`src/hw/rtl/i2c_master_bit_engine_defines.svh`:
```
// Assertion helpers for the I2C master bit engine.
`ifndef I2C_MASTER_BIT_ENGINE_DEFINES_SVH
`define I2C_MASTER_BIT_ENGINE_DEFINES_SVH

`ifndef SYNTH

// Same-cycle implication, checked outside reset.
`define I2CM_ASSERT_IMP(label, ante, cons) \
    label: assert property (@(posedge clk) disable iff (!rst_n) (ante) |-> (cons)) \
        else $error("i2c master: assertion failed");

// Next-cycle implication, checked outside reset.
`define I2CM_ASSERT_NXT(label, ante, cons) \
    label: assert property (@(posedge clk) disable iff (!rst_n) (ante) |=> (cons)) \
        else $error("i2c master: assertion failed");

`else

`define I2CM_ASSERT_IMP(label, ante, cons)
`define I2CM_ASSERT_NXT(label, ante, cons)

`endif

`endif

```
`src/hw/rtl/i2cm_pkg.sv`:
```
package i2cm_pkg;

    localparam int COUNTER_BITS_DEF = 8;
    localparam int PADDR_BITS       = 5;

    typedef enum logic [3:0] {
        PH_IDLE,
        PH_ST_HI,
        PH_ST_SDA,
        PH_WR_LOW,
        PH_WR_HIGH,
        PH_WR_FALL,
        PH_WA_REL,
        PH_WA_CLK,
        PH_WA_POLL,
        PH_RD_LOW,
        PH_RD_HIGH,
        PH_AK_LOW,
        PH_AK_HIGH,
        PH_SP_LOW,
        PH_SP_CLK,
        PH_SP_REL
    } phase_t;

    localparam logic [2:0] CMD_START_WR = 3'd0;
    localparam logic [2:0] CMD_START_RD = 3'd1;
    localparam logic [2:0] CMD_WRITE    = 3'd2;
    localparam logic [2:0] CMD_READ     = 3'd3;
    localparam logic [2:0] CMD_STOP     = 3'd4;

    localparam logic [2:0] REG_SLAVE_ADDR  = 3'd0;
    localparam logic [2:0] REG_SETUP       = 3'd1;
    localparam logic [2:0] REG_BIT_HALF    = 3'd2;
    localparam logic [2:0] REG_ACK_SETTLE  = 3'd3;
    localparam logic [2:0] REG_ACK_TIMEOUT = 3'd4;

    localparam logic [6:0] SLAVE_ADDR_RST  = 7'd127;
    localparam logic [7:0] SETUP_RST       = 8'd4;
    localparam logic [7:0] BIT_HALF_RST    = 8'd2;
    localparam logic [7:0] ACK_SETTLE_RST  = 8'd1;
    localparam logic [7:0] ACK_TIMEOUT_RST = 8'd200;

    localparam logic [3:0] BITS_PER_BYTE = 4'd8;

    typedef struct packed {
        logic       req_type;
        logic [2:0] command;
        logic [7:0] write_data;
        logic       send_ack;
        logic       sda_in;
    } req_t;

    typedef struct packed {
        logic       scl_out;
        logic       sda_out;
        logic       busy_res;
        logic       done_res;
        logic       no_ack;
        logic [7:0] read_data;
        logic       rejected;
    } res_t;

endpackage

```
`src/hw/rtl/i2c_master_bit_engine.sv`:
```
// Byte-level I2C master. Each beat on the item channel is either a tick (carrying the
// sampled SDA level) or a command (start+address write/read, write byte, read byte with
// ACK/NACK, stop); commands are taken only while idle, otherwise flagged rejected. Every
// item yields exactly one result beat with the SCL/SDA drive levels and status after
// that item. An item is accepted in every cycle in which the result register is empty
// or being drained, so throughput is one item per clock, and its result beat is valid
// in the next cycle: the phase machine update is a single combinational step into the
// result register. Bit timing is counted in ticks set by the APB registers; an
// acknowledge still missing once the poll count reaches ack_timeout ends the command with a stop and no_ack set.
`include "i2c_master_bit_engine_defines.svh"

module i2c_master_bit_engine #(
    parameter int COUNTER_BITS = i2cm_pkg::COUNTER_BITS_DEF
) (
    input  logic                            clk,
    input  logic                            rst_n,
    input  logic                            item_valid,
    output logic                            item_ready,
    input  i2cm_pkg::req_t                  item,
    output logic                            result_valid,
    input  logic                            result_ready,
    output i2cm_pkg::res_t                  result,
    input  logic                            psel,
    input  logic                            penable,
    input  logic                            pwrite,
    input  logic [i2cm_pkg::PADDR_BITS-1:0] paddr,
    input  logic [31:0]                     pwdata,
    output logic [31:0]                     prdata,
    output logic                            pready
);

    localparam int CB = COUNTER_BITS;
    localparam int WW = (CB > 8) ? CB : 8;
    localparam logic [WW-1:0] CNT_MAX = WW'((64'd1 << CB) - 64'd1);

    // delay load: zero counts as one, large values saturate
    function automatic logic [CB-1:0] sat_count(input logic [7:0] v);
        logic [WW-1:0] w;
        begin
            w = WW'(v);
            if (v == 8'd0)
            begin
                w = WW'(1);
            end
            if (w > CNT_MAX)
            begin
                w = CNT_MAX;
            end
            return w[CB-1:0];
        end
    endfunction

    function automatic logic [WW-1:0] clamp_count(input logic [7:0] v);
        logic [WW-1:0] w;
        begin
            w = WW'(v);
            if (w > CNT_MAX)
            begin
                w = CNT_MAX;
            end
            return w;
        end
    endfunction

    // configuration registers
    logic [6:0] slave_address_reg;
    logic [7:0] setup_ticks_reg;
    logic [7:0] bit_half_ticks_reg;
    logic [7:0] ack_settle_ticks_reg;
    logic [7:0] ack_timeout_reg;

    // engine state
    i2cm_pkg::phase_t phase_reg, phase_next;
    logic [CB-1:0]    tick_count_reg, tick_count_next;
    logic [3:0]       bit_index_reg, bit_index_next;
    logic [7:0]       shift_byte_reg, shift_byte_next;
    logic [CB-1:0]    poll_count_reg, poll_count_next;
    logic             scl_level_reg, scl_level_next;
    logic             sda_level_reg, sda_level_next;
    logic             ack_choice_reg, ack_choice_next;
    logic [2:0]       active_command_reg, active_command_next;
    logic [7:0]       read_hold_reg, read_hold_next;

    logic           result_valid_reg;
    i2cm_pkg::res_t result_reg;

    logic             item_accept;
    logic             cfg_write;
    logic [2:0]       cfg_index;
    logic             go_enter;
    i2cm_pkg::phase_t enter_phase;
    logic             cmd_ok;
    logic             tick_dec;
    logic             tick_end;
    logic             poll_inc;
    logic             ack_seen;
    logic             wr_shift;
    logic             rd_shift;
    logic             read_finish;
    logic             done;
    logic             fail;
    logic             rej;

    assign item_ready  = !result_valid_reg || result_ready;
    assign item_accept = item_valid && item_ready;

    assign pready    = 1'b1;
    assign cfg_write = psel && penable && pwrite && pready;
    assign cfg_index = paddr[4:2];

    always_ff @(posedge clk or negedge rst_n)
    begin
        if (!rst_n)
        begin
            slave_address_reg    <= i2cm_pkg::SLAVE_ADDR_RST;
            setup_ticks_reg      <= i2cm_pkg::SETUP_RST;
            bit_half_ticks_reg   <= i2cm_pkg::BIT_HALF_RST;
            ack_settle_ticks_reg <= i2cm_pkg::ACK_SETTLE_RST;
            ack_timeout_reg      <= i2cm_pkg::ACK_TIMEOUT_RST;
        end
        else if (cfg_write)
        begin
            unique case (cfg_index)
                i2cm_pkg::REG_SLAVE_ADDR:  slave_address_reg    <= pwdata[6:0];
                i2cm_pkg::REG_SETUP:       setup_ticks_reg      <= pwdata[7:0];
                i2cm_pkg::REG_BIT_HALF:    bit_half_ticks_reg   <= pwdata[7:0];
                i2cm_pkg::REG_ACK_SETTLE:  ack_settle_ticks_reg <= pwdata[7:0];
                i2cm_pkg::REG_ACK_TIMEOUT: ack_timeout_reg      <= pwdata[7:0];
                default: ;
            endcase
        end
    end

    always_comb
    begin
        unique case (cfg_index)
            i2cm_pkg::REG_SLAVE_ADDR:  prdata = {25'd0, slave_address_reg};
            i2cm_pkg::REG_SETUP:       prdata = {24'd0, setup_ticks_reg};
            i2cm_pkg::REG_BIT_HALF:    prdata = {24'd0, bit_half_ticks_reg};
            i2cm_pkg::REG_ACK_SETTLE:  prdata = {24'd0, ack_settle_ticks_reg};
            i2cm_pkg::REG_ACK_TIMEOUT: prdata = {24'd0, ack_timeout_reg};
            default:                   prdata = 32'd0;
        endcase
    end

    // next phase and step decisions
    always_comb
    begin
        go_enter    = 1'b0;
        enter_phase = i2cm_pkg::PH_IDLE;
        phase_next  = phase_reg;
        cmd_ok      = 1'b0;
        tick_dec    = 1'b0;
        tick_end    = 1'b0;
        poll_inc    = 1'b0;
        ack_seen    = 1'b0;
        wr_shift    = 1'b0;
        rd_shift    = 1'b0;
        read_finish = 1'b0;
        done        = 1'b0;
        fail        = 1'b0;
        rej         = 1'b0;
        if (item_accept)
        begin
            if (item.req_type)
            begin
                if (phase_reg != i2cm_pkg::PH_IDLE || item.command > i2cm_pkg::CMD_STOP)
                begin
                    rej = 1'b1;
                end
                else
                begin
                    cmd_ok   = 1'b1;
                    go_enter = 1'b1;
                    priority case (item.command)
                        i2cm_pkg::CMD_START_WR,
                        i2cm_pkg::CMD_START_RD: enter_phase = i2cm_pkg::PH_ST_HI;
                        i2cm_pkg::CMD_WRITE:    enter_phase = i2cm_pkg::PH_WR_LOW;
                        i2cm_pkg::CMD_READ:     enter_phase = i2cm_pkg::PH_RD_LOW;
                        default:                enter_phase = i2cm_pkg::PH_SP_LOW;
                    endcase
                end
            end
            else if (phase_reg == i2cm_pkg::PH_WA_POLL)
            begin
                if (!item.sda_in)
                begin
                    ack_seen   = 1'b1;
                    phase_next = i2cm_pkg::PH_IDLE;
                    done       = 1'b1;
                end
                else if (WW'(poll_count_reg) >= clamp_count(ack_timeout_reg))
                begin
                    go_enter    = 1'b1;
                    enter_phase = i2cm_pkg::PH_SP_LOW;
                end
                else
                begin
                    poll_inc = 1'b1;
                end
            end
            else if (phase_reg != i2cm_pkg::PH_IDLE)
            begin
                if (tick_count_reg > CB'(1))
                begin
                    tick_dec = 1'b1;
                end
                else
                begin
                    tick_end = 1'b1;
                    go_enter = 1'b1;
                    unique case (phase_reg)
                        i2cm_pkg::PH_ST_HI:   enter_phase = i2cm_pkg::PH_ST_SDA;
                        i2cm_pkg::PH_ST_SDA:  enter_phase = i2cm_pkg::PH_WR_LOW;
                        i2cm_pkg::PH_WR_LOW:  enter_phase = i2cm_pkg::PH_WR_HIGH;
                        i2cm_pkg::PH_WR_HIGH: enter_phase = i2cm_pkg::PH_WR_FALL;
                        i2cm_pkg::PH_WR_FALL:
                        begin
                            wr_shift    = 1'b1;
                            enter_phase = (bit_index_reg + 4'd1 < i2cm_pkg::BITS_PER_BYTE)
                                        ? i2cm_pkg::PH_WR_LOW : i2cm_pkg::PH_WA_REL;
                        end
                        i2cm_pkg::PH_WA_REL:  enter_phase = i2cm_pkg::PH_WA_CLK;
                        i2cm_pkg::PH_WA_CLK:  enter_phase = i2cm_pkg::PH_WA_POLL;
                        i2cm_pkg::PH_RD_LOW:  enter_phase = i2cm_pkg::PH_RD_HIGH;
                        i2cm_pkg::PH_RD_HIGH:
                        begin
                            rd_shift    = 1'b1;
                            enter_phase = (bit_index_reg + 4'd1 < i2cm_pkg::BITS_PER_BYTE)
                                        ? i2cm_pkg::PH_RD_LOW : i2cm_pkg::PH_AK_LOW;
                        end
                        i2cm_pkg::PH_AK_LOW:  enter_phase = i2cm_pkg::PH_AK_HIGH;
                        i2cm_pkg::PH_AK_HIGH:
                        begin
                            go_enter    = 1'b0;
                            read_finish = 1'b1;
                            phase_next  = i2cm_pkg::PH_IDLE;
                            done        = 1'b1;
                        end
                        i2cm_pkg::PH_SP_LOW:  enter_phase = i2cm_pkg::PH_SP_CLK;
                        i2cm_pkg::PH_SP_CLK:  enter_phase = i2cm_pkg::PH_SP_REL;
                        i2cm_pkg::PH_SP_REL:
                        begin
                            go_enter   = 1'b0;
                            phase_next = i2cm_pkg::PH_IDLE;
                            done       = 1'b1;
                            fail       = (active_command_reg != i2cm_pkg::CMD_STOP);
                        end
                        default:
                        begin
                            go_enter   = 1'b0;
                            phase_next = i2cm_pkg::PH_IDLE;
                        end
                    endcase
                end
            end
            if (go_enter)
            begin
                phase_next = enter_phase;
            end
        end
    end

    // datapath and line levels
    always_comb
    begin
        tick_count_next     = tick_count_reg;
        bit_index_next      = bit_index_reg;
        shift_byte_next     = shift_byte_reg;
        poll_count_next     = poll_count_reg;
        scl_level_next      = scl_level_reg;
        sda_level_next      = sda_level_reg;
        ack_choice_next     = ack_choice_reg;
        active_command_next = active_command_reg;
        read_hold_next      = read_hold_reg;

        if (cmd_ok)
        begin
            active_command_next = item.command;
            bit_index_next      = 4'd0;
            poll_count_next     = '0;
            if (item.command == i2cm_pkg::CMD_START_WR || item.command == i2cm_pkg::CMD_START_RD)
            begin
                shift_byte_next = {slave_address_reg, item.command[0]};
            end
            else if (item.command == i2cm_pkg::CMD_WRITE)
            begin
                shift_byte_next = item.write_data;
            end
            else if (item.command == i2cm_pkg::CMD_READ)
            begin
                shift_byte_next = 8'd0;
                ack_choice_next = item.send_ack;
            end
        end
        if (tick_dec)
        begin
            tick_count_next = tick_count_reg - CB'(1);
        end
        if (tick_end)
        begin
            tick_count_next = '0;
        end
        if (poll_inc)
        begin
            poll_count_next = poll_count_reg + CB'(1);
        end
        if (wr_shift)
        begin
            shift_byte_next = {shift_byte_reg[6:0], 1'b0};
            bit_index_next  = bit_index_reg + 4'd1;
        end
        if (rd_shift)
        begin
            shift_byte_next = {shift_byte_reg[6:0], item.sda_in};
            bit_index_next  = bit_index_reg + 4'd1;
        end
        if (ack_seen)
        begin
            scl_level_next = 1'b0;
        end
        if (read_finish)
        begin
            scl_level_next = 1'b0;
            read_hold_next = shift_byte_reg;
        end

        if (go_enter)
        begin
            tick_count_next = '0;
            unique case (enter_phase)
                i2cm_pkg::PH_ST_HI:
                begin
                    sda_level_next  = 1'b1;
                    scl_level_next  = 1'b1;
                    tick_count_next = sat_count(setup_ticks_reg);
                end
                i2cm_pkg::PH_ST_SDA:
                begin
                    sda_level_next  = 1'b0;
                    tick_count_next = sat_count(setup_ticks_reg);
                end
                i2cm_pkg::PH_WR_LOW:
                begin
                    scl_level_next  = 1'b0;
                    sda_level_next  = shift_byte_next[7];
                    tick_count_next = sat_count(bit_half_ticks_reg);
                end
                i2cm_pkg::PH_WR_HIGH,
                i2cm_pkg::PH_RD_HIGH,
                i2cm_pkg::PH_AK_HIGH:
                begin
                    scl_level_next  = 1'b1;
                    tick_count_next = sat_count(bit_half_ticks_reg);
                end
                i2cm_pkg::PH_WR_FALL:
                begin
                    scl_level_next  = 1'b0;
                    tick_count_next = sat_count(bit_half_ticks_reg);
                end
                i2cm_pkg::PH_WA_REL:
                begin
                    sda_level_next  = 1'b1;
                    tick_count_next = sat_count(ack_settle_ticks_reg);
                end
                i2cm_pkg::PH_WA_CLK:
                begin
                    scl_level_next  = 1'b1;
                    tick_count_next = sat_count(ack_settle_ticks_reg);
                end
                i2cm_pkg::PH_WA_POLL:
                begin
                    poll_count_next = '0;
                end
                i2cm_pkg::PH_RD_LOW:
                begin
                    scl_level_next  = 1'b0;
                    sda_level_next  = 1'b1;
                    tick_count_next = sat_count(bit_half_ticks_reg);
                end
                i2cm_pkg::PH_AK_LOW:
                begin
                    scl_level_next  = 1'b0;
                    sda_level_next  = !ack_choice_next;
                    tick_count_next = sat_count(bit_half_ticks_reg);
                end
                i2cm_pkg::PH_SP_LOW:
                begin
                    scl_level_next  = 1'b0;
                    sda_level_next  = 1'b0;
                    tick_count_next = sat_count(setup_ticks_reg);
                end
                i2cm_pkg::PH_SP_CLK:
                begin
                    scl_level_next  = 1'b1;
                    tick_count_next = sat_count(setup_ticks_reg);
                end
                i2cm_pkg::PH_SP_REL:
                begin
                    sda_level_next  = 1'b1;
                    tick_count_next = sat_count(setup_ticks_reg);
                end
                default: ;
            endcase
        end
    end

    always_ff @(posedge clk or negedge rst_n)
    begin
        if (!rst_n)
        begin
            phase_reg          <= i2cm_pkg::PH_IDLE;
            tick_count_reg     <= '0;
            bit_index_reg      <= 4'd0;
            shift_byte_reg     <= 8'd0;
            poll_count_reg     <= '0;
            scl_level_reg      <= 1'b1;
            sda_level_reg      <= 1'b1;
            ack_choice_reg     <= 1'b0;
            active_command_reg <= i2cm_pkg::CMD_START_WR;
            read_hold_reg      <= 8'd0;
        end
        else if (item_accept)
        begin
            phase_reg          <= phase_next;
            tick_count_reg     <= tick_count_next;
            bit_index_reg      <= bit_index_next;
            shift_byte_reg     <= shift_byte_next;
            poll_count_reg     <= poll_count_next;
            scl_level_reg      <= scl_level_next;
            sda_level_reg      <= sda_level_next;
            ack_choice_reg     <= ack_choice_next;
            active_command_reg <= active_command_next;
            read_hold_reg      <= read_hold_next;
        end
    end

    // result register: one beat per item
    always_ff @(posedge clk or negedge rst_n)
    begin
        if (!rst_n)
        begin
            result_valid_reg <= 1'b0;
        end
        else if (item_accept)
        begin
            result_valid_reg <= 1'b1;
        end
        else if (result_ready)
        begin
            result_valid_reg <= 1'b0;
        end
    end

    always_ff @(posedge clk)
    begin
        if (item_accept)
        begin
            result_reg.scl_out   <= scl_level_next;
            result_reg.sda_out   <= sda_level_next;
            result_reg.busy_res  <= (phase_next != i2cm_pkg::PH_IDLE);
            result_reg.done_res  <= done;
            result_reg.no_ack    <= fail;
            result_reg.read_data <= read_hold_next;
            result_reg.rejected  <= rej;
        end
    end

    assign result_valid = result_valid_reg;
    assign result       = result_reg;

    `I2CM_ASSERT_IMP(a_noack_done, result_valid_reg && result_reg.no_ack, result_reg.done_res)
    `I2CM_ASSERT_IMP(a_done_idle, result_valid_reg && result_reg.done_res, !result_reg.busy_res)
    `I2CM_ASSERT_IMP(a_rej_quiet, result_valid_reg && result_reg.rejected, !result_reg.done_res)
    `I2CM_ASSERT_NXT(a_cmd_starts, item_accept && item.req_type && phase_reg == i2cm_pkg::PH_IDLE && item.command <= i2cm_pkg::CMD_STOP, phase_reg != i2cm_pkg::PH_IDLE)
    `I2CM_ASSERT_IMP(a_bit_range, 1'b1, bit_index_reg <= i2cm_pkg::BITS_PER_BYTE)

endmodule

```
`config.mk`:
```
export PLATFORM = sky130hd
export DESIGN_NAME = i2c_master_bit_engine
export DESIGN_NICKNAME = d
export VERILOG_FILES = /design/src/hw/rtl/i2cm_pkg.sv /design/src/hw/rtl/i2c_master_bit_engine.sv
export VERILOG_INCLUDE_DIRS = /design/src /design/src/hw/rtl
export SDC_FILE = /design/constraint.sdc
export NUM_CORES = 1
export LEC_CHECK = 0
export ABC_CLOCK_PERIOD_IN_PS = 5400
export BUFFER_PORTS_ARGS = -buffer_cell sky130_fd_sc_hd__buf_2
export CAP_MARGIN = 20
export CORE_AREA = 2 2 130 132
export DETAILED_ROUTE_END_ITERATION = 7
export DIE_AREA = 0 0 132 134
export PLACE_DENSITY = 0.67
export SYNTH_ARGS = -nofsm -noshare
export SYNTH_HDL_FRONTEND = slang
export SYNTH_SLANG_ARGS = --single-unit
```
`constraint.sdc`:
```
create_clock -name clk -period 5.4 [get_ports clk]
set_input_delay 0.81 -clock clk [delete_from_list [all_inputs] [get_ports clk]]
set_output_delay 0.81 -clock clk [all_outputs]
set_load 0.005 [all_outputs]
```
Word-level counts from Yosys, hierarchy flattened

Index checks and enable logic that the tools add are counted.
Widths: inputs -> output; s select.

Input bits: 58
Bits in registers: 100

Reductions and logical operators: 37
Mux-type cells: 149
Order comparisons: 17
Equal/unequal tests: 38
Bitwise operators: 2
Add/subtract/negate cells: 3

Operators by type and width:

| kind                | number |
|---|---|
| $mux 8              | 58 |
| $gt 8x8->1 const B  | 13 |
| $pmux 8 s12         | 1 |
| $mux 4              | 19 |
| $eq 4x4->1 const B  | 16 |
| $mux 1              | 64 |
| $pmux 4 s12         | 1 |
| $pmux 8 s5          | 1 |
| $eq 4x3->1 const B  | 8 |
| $logic_not 8->1     | 3 |
| $eq 4x2->1 const B  | 4 |
| $reduce_and 2->1    | 8 |
| $eq 3x2->1 const B  | 4 |
| $pmux 4 s3          | 1 |
| $reduce_or 12->1    | 1 |
| $reduce_or 5->1     | 2 |
| $add 8x1->8 const B | 1 |
| $eq 4x1->1 const B  | 2 |
| $ge 8x8->1          | 1 |
| $gt 8x1->1 const B  | 1 |
| $reduce_bool 4->1   | 2 |
| $sub 8x1->8 const B | 1 |
| $eq 3x1->1 const B  | 2 |
| $logic_not 3->1     | 2 |
| 21 further kinds    | 30 |

Longest topological paths before layout

Gate-level depths: netlist (run 1).

Word-level depth: 20
Gate-level depth with buffers: 12
Gate-level depth less buffers: 10

Least setup slack after synthesis (run 1)

No wires, ideal clock.

Path type: input port to flip-flop
Start: input port result_ready
End: register tick_count_reg[3]
Required time: 5.274 ns
Stages on the path: 9
Path buffers: 2
Arrival: 2.984 ns
Path slack: 2.290 ns
Cells stage by stage: nand2b_1 nand2_1 inv_1 clkbuf_1 or2b_1 buf_6 o21a_1 a221o_1 a221o_1

Word-level cells in the longest chain between the ends: 7

Ends and longest elaborated chain:

| what                                            | line                         | text |
|---|---|---|
| from (decl)                                     | i2c_master_bit_engine.sv:21  | `input logic result_ready,` |
| $logic_or 1x1->1 *                              | i2c_master_bit_engine.sv:104 | `assign item_ready = !result_valid_reg \|\| result_ready;` |
| $logic_and 1x1->1 *                             | i2c_master_bit_engine.sv:105 | `assign item_accept = item_valid && item_ready;` |
| net item_accept                                 | i2c_master_bit_engine.sv:87  | `logic item_accept;` |
| $mux 4                                          | i2c_master_bit_engine.sv:163 | `if (item_accept)` |
| $eq 4x3->1 / $eq 4x4->1 (equally long branches) | i2c_master_bit_engine.sv:331 | `unique case (enter_phase)` |
| $reduce_or 3->1                                 | i2c_master_bit_engine.sv:331 |  |
| $pmux 8 s12                                     | i2c_master_bit_engine.sv:331 |  |
| $mux 8                                          | i2c_master_bit_engine.sv:328 | `if (go_enter)` |
| to (signal assigned)                            | i2c_master_bit_engine.sv:426 | `tick_count_reg <= tick_count_next;` |
| to (decl)                                       | i2c_master_bit_engine.sv:74  | `logic [CB-1:0] tick_count_reg, tick_count_next;` |

Mark *: on every way through the listed nets, which the timed path passes. The rest lies on a longest branch.
A chain may end at the register's enable or synchronous reset.

Worst setup path in the final report (run 1)

Start: register ack_timeout_reg[3]
End: register tick_count_reg[3]

Word-level cells in the longest chain between the ends: 16

Ends and longest elaborated chain:

| what                                            | line                         | text |
|---|---|---|
| from (decl)                                     | i2c_master_bit_engine.sv:70  | `logic [7:0] ack_timeout_reg;` |
| from (signal assigned)                          | i2c_master_bit_engine.sv:119 | `ack_timeout_reg <= i2cm_pkg::ACK_TIMEOUT_RST;` |
| from (signal assigned)                          | i2c_master_bit_engine.sv:128 | `i2cm_pkg::REG_ACK_TIMEOUT: ack_timeout_reg <= pwdata[7:0];` |
| $gt 8x8->1                                      | i2c_master_bit_engine.sv:57  | `if (w > CNT_MAX)` |
| $mux 8 *                                        | i2c_master_bit_engine.sv:57  |  |
| $mux 8 *                                        | i2c_master_bit_engine.sv:186 | `if (!item.sda_in)` |
| $mux 8 *                                        | i2c_master_bit_engine.sv:184 | `else if (phase_reg == i2cm_pkg::PH_WA_POLL)` |
| $mux 8 *                                        | i2c_master_bit_engine.sv:165 | `if (item.req_type)` |
| $mux 8 *                                        | i2c_master_bit_engine.sv:163 |  |
| $ge 8x8->1 *                                    | i2c_master_bit_engine.sv:192 | `else if (WW'(poll_count_reg) >= clamp_count(ack_timeout_reg))` |
| $mux 4                                          | i2c_master_bit_engine.sv:192 |  |
| $mux 4                                          | i2c_master_bit_engine.sv:186 |  |
| $mux 4                                          | i2c_master_bit_engine.sv:184 |  |
| $mux 4                                          | i2c_master_bit_engine.sv:165 |  |
| $mux 4                                          | i2c_master_bit_engine.sv:163 |  |
| $eq 4x3->1 / $eq 4x4->1 (equally long branches) | i2c_master_bit_engine.sv:331 |  |
| $reduce_or 3->1                                 | i2c_master_bit_engine.sv:331 |  |
| $pmux 8 s12                                     | i2c_master_bit_engine.sv:331 |  |
| $mux 8                                          | i2c_master_bit_engine.sv:328 |  |

Every way passes the cells marked *; elsewhere a longest branch is shown, timed or not. The select of a mux whose other input is x is not followed.

==> qor.tcl, run 1 <==
set qor(nNetsFinal) 688
set qor(timing.fmax_ghz) 0.257
set qor(vias) 4607
set qor(finalSetupViolCount) 0
set qor(layout.cells.most_common_list) {sky130_fd_sc_hd__dfrtp_1 (71), sky130_fd_sc_hd__mux2_2 (58), sky130_fd_sc_hd__buf_2 (54)}
set qor(postLayoutSetupSlackWorst_ns) 1.50
set qor(startpoint_type) {register}
set qor(fin_worst_skew_ns) 0.00937
set qor(dieHeight_um) 134
set qor(grt_start_max_net_pins) 77
set qor(grt_pass1_vias) 4293
set qor(initial_core_utilization_pct) 36.3
set qor(syn_avg_cell_area_um2) 10.3
set qor(finalWeightedCongestion) 0.941
set qor(grt_antenna_before_repair) 0
set qor(reg2reg_slack_ns) 1.50
set qor(worstSetupEndpointType) {register}
set qor(yosys-top-cells-area) {sky130_fd_sc_hd__dfrtp_1 (30%), sky130_fd_sc_hd__mux2_2 (11%), sky130_fd_sc_hd__edfxtp_1 (7.1%)}
set qor(rsz0062_at_grt) {false}
set qor(critPathRequiredTime_ns) 5.63
set qor(hold_path.class) {in2async}
set qor(number_of_enable_type_register_cells_in_the_synthesized_netlist) 14
set qor(cellLeakagePower_nw) 2.85
set qor(detail_route.first_pass.iterations) 5
set qor(drtAntennaViolNets) 0
set qor(ys_warn_count) 0
set qor(worst_r2r_startpoint) {ack_timeout_reg[3]}
set qor(power.ir.vdd_worst_mv) 0.205
set qor(cellPowerDensity_nw_per_um2) 376
set qor(finalInstanceArea_um2) 6570
set qor(tritoncts) {done}
set qor(syn2layout_area_growth_pct) 11.3
set qor(cts-root-buf) {sky130_fd_sc_hd__clkbuf_16}
set qor(ios) 107
set qor(clkTransAtPathRegs_ns) 0.07
set qor(max_reg_flops) 14
set qor(num_antenna_cells) 0
set qor(asyncSetResetFlopFracSynth_pct) 86.0
set qor(critPathArrivalTime_ns) 4.12
set qor(cts_max_level) 3
set qor(syn_area_um2) 5910
set qor(routed_wirelength_um) 14400
set qor(timing.critical_path.fanout_max) 11
set qor(dpl_worst_slack_ns) 1.56
set qor(cts_buffer_depth) 2
set qor(cts.sinks) 100
set qor(drt-wirelength-per-cell_um) 17.1
set qor(worst_r2r_path_depth) 10
set qor(share_seq_of_total_power_pct) 45.7
set qor(tightest_slew_ns) 1.10
set qor(cell_type_contributing_the_most_total_cell_area_after_synthesis) {sky130_fd_sc_hd__dfrtp_1}
set qor(maxSlewHeadroom_pct) 26.0
set qor(timing.final.crit_share_pct) 72.1
set qor(rows) 47
set qor(timing_hold_violations_final) 0
set qor(layout_commonest_cell) {sky130_fd_sc_hd__dfrtp_1}
set qor(timing.setup.critical_path_class) {reg2reg}
set qor(hold_slack_ns) 0.272
set qor(combinationalPowerShare_pct) 29.5
set qor(detailedRoute.firstIterationViolations) 286
set qor(worstReg2RegEnd) {tick_count_reg[3]}
set qor(pwr-share-clk_pct) 24.8
set qor(detailed_place.area_um2) 6270
set qor(core_area_um2) 16300
set qor(min_period_ns) 3.90
set qor(postSynth.topFlopCell) {sky130_fd_sc_hd__dfrtp_1}
set qor(chip_width_um) 132
set qor(cts_repair_resize_count) 0
set qor(detailedPlacementHpwl_um) 10500
set qor(cts_setup_buffers) 0
set qor(final_layout_size_suffix_gt1_share_pct) 26.6
set qor(routed_via_density) 5.47
set qor(status) {finished clean}
set qor(fillerInstances) 1638
set qor(synth_top_area_share_pct) 30.1
set qor(synthesis.instances) 575
set qor(total_track_usage_pct) 16.5
set qor(timing_max_transition_violations_final) 0
set qor(drc) 0
set qor(power_switching_uw) 869
set qor(sw_frac_of_total_pct) 35.1
set qor(fin_util_pct) 40.4
set qor(insertion_delay_to_the_later_sink_of_the_worst_skew_pair_ns) 0.35
set qor(post_cts_hold_buffer_count) 0
set qor(port-buffer-count) 55
set qor(synth_sequential_area_ratio_pct) 43.9
set qor(internal_power_mw) 1.61
set qor(yosys_register_bits) 100
set qor(grt_pass1_wl_um) 23200
set qor(yosysUniqueCellTypes) 78
set qor(cts_inserted_buffers) 9
set qor(max_capacitance_violation_count) 0
set qor(fin_tns_setup_ns) 0
set qor(die_area_um2) 17700
set qor(grt.overflow.total) 0
cells by family (layout without fill, tap and decap cells):
group	after synthesis	count (layout)	share of synthesized area, %
buf+inv	81	106	7.33
simple gates	153	153	13.4
compound gates	157	157	19.5
xor+xnor	2	2	0.297
fa+ha+maj	12	12	2.54
mux	68	68	13.0
flops	100	100	43.9
other cells	2	25	0.127
critical path, stage by stage (launching register included):
cell                      delay [ns]
sky130_fd_sc_hd__dfstp_2        0.55
sky130_fd_sc_hd__inv_1          0.05
sky130_fd_sc_hd__ha_1           0.20
sky130_fd_sc_hd__or4_1          0.50
sky130_fd_sc_hd__a21oi_1        0.34
sky130_fd_sc_hd__nor4_1         0.17
sky130_fd_sc_hd__o22ai_1        0.64
sky130_fd_sc_hd__or2_1          0.44
sky130_fd_sc_hd__o32ai_1        0.22
sky130_fd_sc_hd__or2_1          0.34
sky130_fd_sc_hd__a221o_1        0.32
how the worst max path moves through the flow:
stage                       start                end  slack [ns]  cells past startpoint
2_1_floorplan        result_ready  tick_count_reg[3]        2.29                      9
5_1_grt        ack_timeout_reg[3]  tick_count_reg[2]        1.29                     10
3_3_place_gp   ack_timeout_reg[3]  tick_count_reg[3]        1.63                     10
4_1_cts        ack_timeout_reg[3]  tick_count_reg[3]        1.54                     10
6_report       ack_timeout_reg[3]  tick_count_reg[3]        1.50                     10
3_5_place_dp   ack_timeout_reg[3]  tick_count_reg[3]        1.56                     10
layout make-up:
class | count | area (um^2) | area share (%)
sequential | 100 | 2590 | 39.4
multi-input combinational | 417 | 2970 | 45.2
clock buffer | 12 | 246 | 3.75
clock inverter | 4 | 32.5 | 0.495
inverter | 28 | 105 | 1.60
timing repair buffer | 62 | 350 | 5.33
tap | 220 | 275 | 4.19
stage by stage:
step	cells	power, mW
6_report	843	2.47
5_1_grt	843	2.64
4_1_cts	842	2.48
3_5_place_dp	826	1.86
3_3_place_gp	826	1.85
2_1_floorplan	598	1.66
synthesized netlist by cell type (3+ instances only):
cell type,n
sky130_fd_sc_hd__dfstp_2,15
sky130_fd_sc_hd__dfrtp_1,71
sky130_fd_sc_hd__nand3_1,19
sky130_fd_sc_hd__clkbuf_1,20
sky130_fd_sc_hd__buf_2,4
sky130_fd_sc_hd__nand2_1,36
sky130_fd_sc_hd__nor2_1,33
sky130_fd_sc_hd__a211oi_1,4
sky130_fd_sc_hd__nor4_1,8
sky130_fd_sc_hd__inv_1,28
sky130_fd_sc_hd__o21ai_1,4
sky130_fd_sc_hd__o211ai_1,3
sky130_fd_sc_hd__mux2i_1,9
sky130_fd_sc_hd__or4_1,3
sky130_fd_sc_hd__ha_1,12
sky130_fd_sc_hd__mux2_2,58
sky130_fd_sc_hd__a221o_1,15
sky130_fd_sc_hd__or2_1,4
sky130_fd_sc_hd__a22o_1,3
sky130_fd_sc_hd__nor2b_1,4
sky130_fd_sc_hd__a21oi_1,23
sky130_fd_sc_hd__edfxtp_1,14
sky130_fd_sc_hd__nand2b_1,6
sky130_fd_sc_hd__and3_1,5
sky130_fd_sc_hd__nand4_1,5
sky130_fd_sc_hd__o21ai_0,39
sky130_fd_sc_hd__o32a_1,3
sky130_fd_sc_hd__a21o_1,5
sky130_fd_sc_hd__buf_6,4
sky130_fd_sc_hd__buf_4,25
sky130_fd_sc_hd__a22oi_1,14
sky130_fd_sc_hd__o22ai_1,8
sky130_fd_sc_hd__nor3_1,11
sky130_fd_sc_hd__or3_1,4
power by group through the flow:
| stage | Sequential, mW | Clock (mW) | Combinational [mW] |
|---|---|---|---|
| after global placement | 1.14 | 0 | 0.713 |
| final | 1.13 | 0.614 | 0.730 |
| after floorplan | 1.06 | 0 | 0.601 |
| after detailed placement | 1.14 | 0 | 0.719 |
| after global routing | 1.16 | 0.661 | 0.818 |
| after CTS | 1.13 | 0.627 | 0.724 |
layer usage:
layer | vias up | GRT usage, % | part of all wire [%]
met2 | 161 | 25.0 | 45
li1 | 2193 | - | -
met3 | 17 | 4.38 | 6.2
met5 | - | 0 | 0
met4 | 0 | 4.71 | 1.5
met1 | 2236 | 23.4 | 47
Note: power is estimated with default switching activity, not from simulation.
==> run 2, diff against run 1 <==
--- a/config.mk
+++ b/config.mk
@@ -6,7 +6,7 @@
 export SDC_FILE = /design/constraint.sdc
 export NUM_CORES = 1
 export LEC_CHECK = 0
-export ABC_CLOCK_PERIOD_IN_PS = 5400
+export ABC_CLOCK_PERIOD_IN_PS = 3700
 export BUFFER_PORTS_ARGS = -buffer_cell sky130_fd_sc_hd__buf_2
 export CAP_MARGIN = 20
 export CORE_AREA = 2 2 130 132
==> constraint.sdc (replaced) <==
create_clock -name clk -period 3.7 [get_ports clk]
set_input_delay 0.555 -clock clk [delete_from_list [all_inputs] [get_ports clk]]
set_output_delay 0.555 -clock clk [all_outputs]
set_load 0.005 [all_outputs]
==> qor.tcl, run 2 (synthesis gave the netlist of run 1 again) <==
set qor(port-buffer-count) 55
set qor(clkTransAtPathRegs_ns) 0.07
set qor(worstReg2RegEnd) {tick_count_reg[6]}
set qor(fillerInstances) 1623
set qor(endpoint) {tick_count_reg[6]}
set qor(internal_power_mw) 2.54
set qor(hold_path.class) {in2async}
set qor(critPathArrivalTime_ns) 3.56
set qor(cts_inserted_buffers) 9
set qor(share_seq_of_total_power_pct) 43.0
set qor(timing_max_transition_violations_final) 0
set qor(grt_antenna_before_repair) 1
set qor(status) {finished clean}
set qor(dpl_worst_slack_ns) 0.407
set qor(reg2reg_slack_ns) 0.37
set qor(cellLeakagePower_nw) 2.91
set qor(power_switching_mw) 1.28
set qor(syn2layout_area_growth_pct) 13.1
set qor(max_reg_flops) 14
set qor(insertion_delay_to_the_later_sink_of_the_worst_skew_pair_ns) 0.35
set qor(cellPowerDensity_nw_per_um2) 571
set qor(chip_width_um) 132
set qor(detailedPlacementHpwl_um) 10800
set qor(finalWeightedCongestion) 0.915
set qor(fin_total_pwr_mw) 3.81
set qor(pwr-share-clk_pct) 28.0
set qor(ios) 107
set qor(fin_worst_skew_ns) 0.00817
set qor(cts-root-buf) {sky130_fd_sc_hd__clkbuf_16}
set qor(timing.critical_path.fanout_max) 6
set qor(final_layout_size_suffix_gt1_share_pct) 27.6
set qor(finalInstanceArea_um2) 6680
set qor(drc) 0
set qor(sw_frac_of_total_pct) 33.5
set qor(critical_path.startpoint) {ack_timeout_reg[3]}
set qor(layout_commonest_cell) {sky130_fd_sc_hd__dfrtp_1}
set qor(fin_tns_setup_ns) 0
set qor(timing.final.crit_share_pct) 90.0
set qor(timing_hold_violations_final) 0
set qor(critPathRequiredTime_ns) 3.93
set qor(fin_util_pct) 41.0
set qor(place_inst) 835
set qor(grt_pass1_wl_um) 23700
set qor(cts_repair_resize_count) 0
set qor(finalSetupViolCount) 0
set qor(grt_pass1_vias) 4462
set qor(cts.sinks) 100
set qor(vias) 4623
set qor(tightest_slew_ns) 0.713
set qor(cts_setup_buffers) 0
set qor(detailedRoute.firstIterationViolations) 363
set qor(timing.fmax_ghz) 0.300
set qor(post_cts_hold_buffer_count) 0
set qor(global_route.peak_usage_layer) {met2}
set qor(global_route.usage.met1_pct) 23.4
set qor(worst_r2r_path_depth) 10
set qor(drtAntennaViolNets) 0
set qor(grt_util_met3_pct) 4.23
set qor(total_track_usage_pct) 16.8
set qor(drt-wirelength-per-cell_um) 17.2
set qor(rows) 47
set qor(rsz0062_at_grt) {false}
set qor(finalNonFillerCells) 852
set qor(detail_route.first_pass.iterations) 5
set qor(min_period_ns) 3.33
set qor(cts_buffer_depth) 2
set qor(combinationalPowerShare_pct) 28.9
set qor(routed_wirelength_um) 14700
set qor(nNetsFinal) 696
set qor(startpoint_type) {register}
set qor(grtUsageMet2_pct) 25.6
set qor(core_area_um2) 16300
set qor(power.ir.vdd_worst_mv) 0.277
set qor(maxSlewHeadroom_pct) 52.3
set qor(max_capacitance_violation_count) 0
set qor(cts_max_level) 3
set qor(die_area_um2) 17700
set qor(worst_r2r_startpoint) {ack_timeout_reg[3]}
set qor(tritoncts) {done}
set qor(grt.overflow.total) 0
set qor(timing.setup.critical_path_class) {reg2reg}
set qor(worstSetupEndpointType) {register}
set qor(dieHeight_um) 134
set qor(postLayoutSetupSlackWorst_ns) 0.371
set qor(hold_slack_ns) 0.204
set qor(grt_start_max_net_pins) 44
set qor(layout.cells.most_common_list) {sky130_fd_sc_hd__dfrtp_1 (71), sky130_fd_sc_hd__mux2_2 (58), sky130_fd_sc_hd__buf_2 (54)}
set qor(detailed_place.area_um2) 6330
set qor(initial_core_utilization_pct) 36.3
set qor(routed_via_density) 5.43
==> run 2: critical path, cell delays in order (launching register included) <==
cell and delay [ns]:
sky130_fd_sc_hd__dfstp_2 0.56, sky130_fd_sc_hd__inv_1 0.05, sky130_fd_sc_hd__ha_1 0.19, sky130_fd_sc_hd__or4_1 0.49, sky130_fd_sc_hd__a21oi_1 0.34, sky130_fd_sc_hd__nor4_1 0.16
sky130_fd_sc_hd__o22ai_2 0.33, sky130_fd_sc_hd__nand2_1 0.24, sky130_fd_sc_hd__o211a_1 0.22, sky130_fd_sc_hd__or2_1 0.32, sky130_fd_sc_hd__a221o_1 0.32
==> run 2: metal layers <==
| layer | up-vias | routed length, um |
|---|---|---|
| li1 | 2210 | - |
| met1 | 2203 | 6780 |
| met2 | 189 | 6530 |
| met3 | 21 | 1050 |
| met4 | 0 | 310 |
| met5 | - | 0 |
==> run 2: power groups by stage <==
stage / sequential, mW / clock, mW / combinational, mW
after floorplan: 1.54 / 0 / 0.877
after global placement: 1.64 / 0 / 1.07
after detailed placement: 1.65 / 0 / 1.08
after CTS: 1.63 / 1.09 / 1.09
after global routing: 1.67 / 1.13 / 1.23
final: 1.64 / 1.07 / 1.10
==> run 2: worst min-delay path by stage <==
stage | depth (start not counted) | to | slack (ns) | start
3_5_place_dp | 2 | read_hold_reg[6] | 0.46 | read_hold_reg[6]
5_1_grt | 1 | ack_timeout_reg[0] | 0.24 | rst_n
3_3_place_gp | 2 | read_hold_reg[6] | 0.45 | read_hold_reg[6]
6_report | 1 | ack_timeout_reg[0] | 0.20 | rst_n
2_1_floorplan | 0 | ack_choice_reg | 0.26 | rst_n
4_1_cts | 1 | tick_count_reg[4] | 0.21 | rst_n
==> run 2: final cells by class <==
type | instances | area (um^2) | share of cell area (%)
diodes | 1 | 2.50 | 0.0375
clock buffers | 10 | 229 | 3.43
clock inverters | 6 | 110 | 1.65
well taps | 220 | 275 | 4.12
repair buffers | 70 | 390 | 5.85
inverters | 28 | 105 | 1.57
flip-flops and latches | 100 | 2590 | 38.8
multi-input cells | 417 | 2970 | 44.5
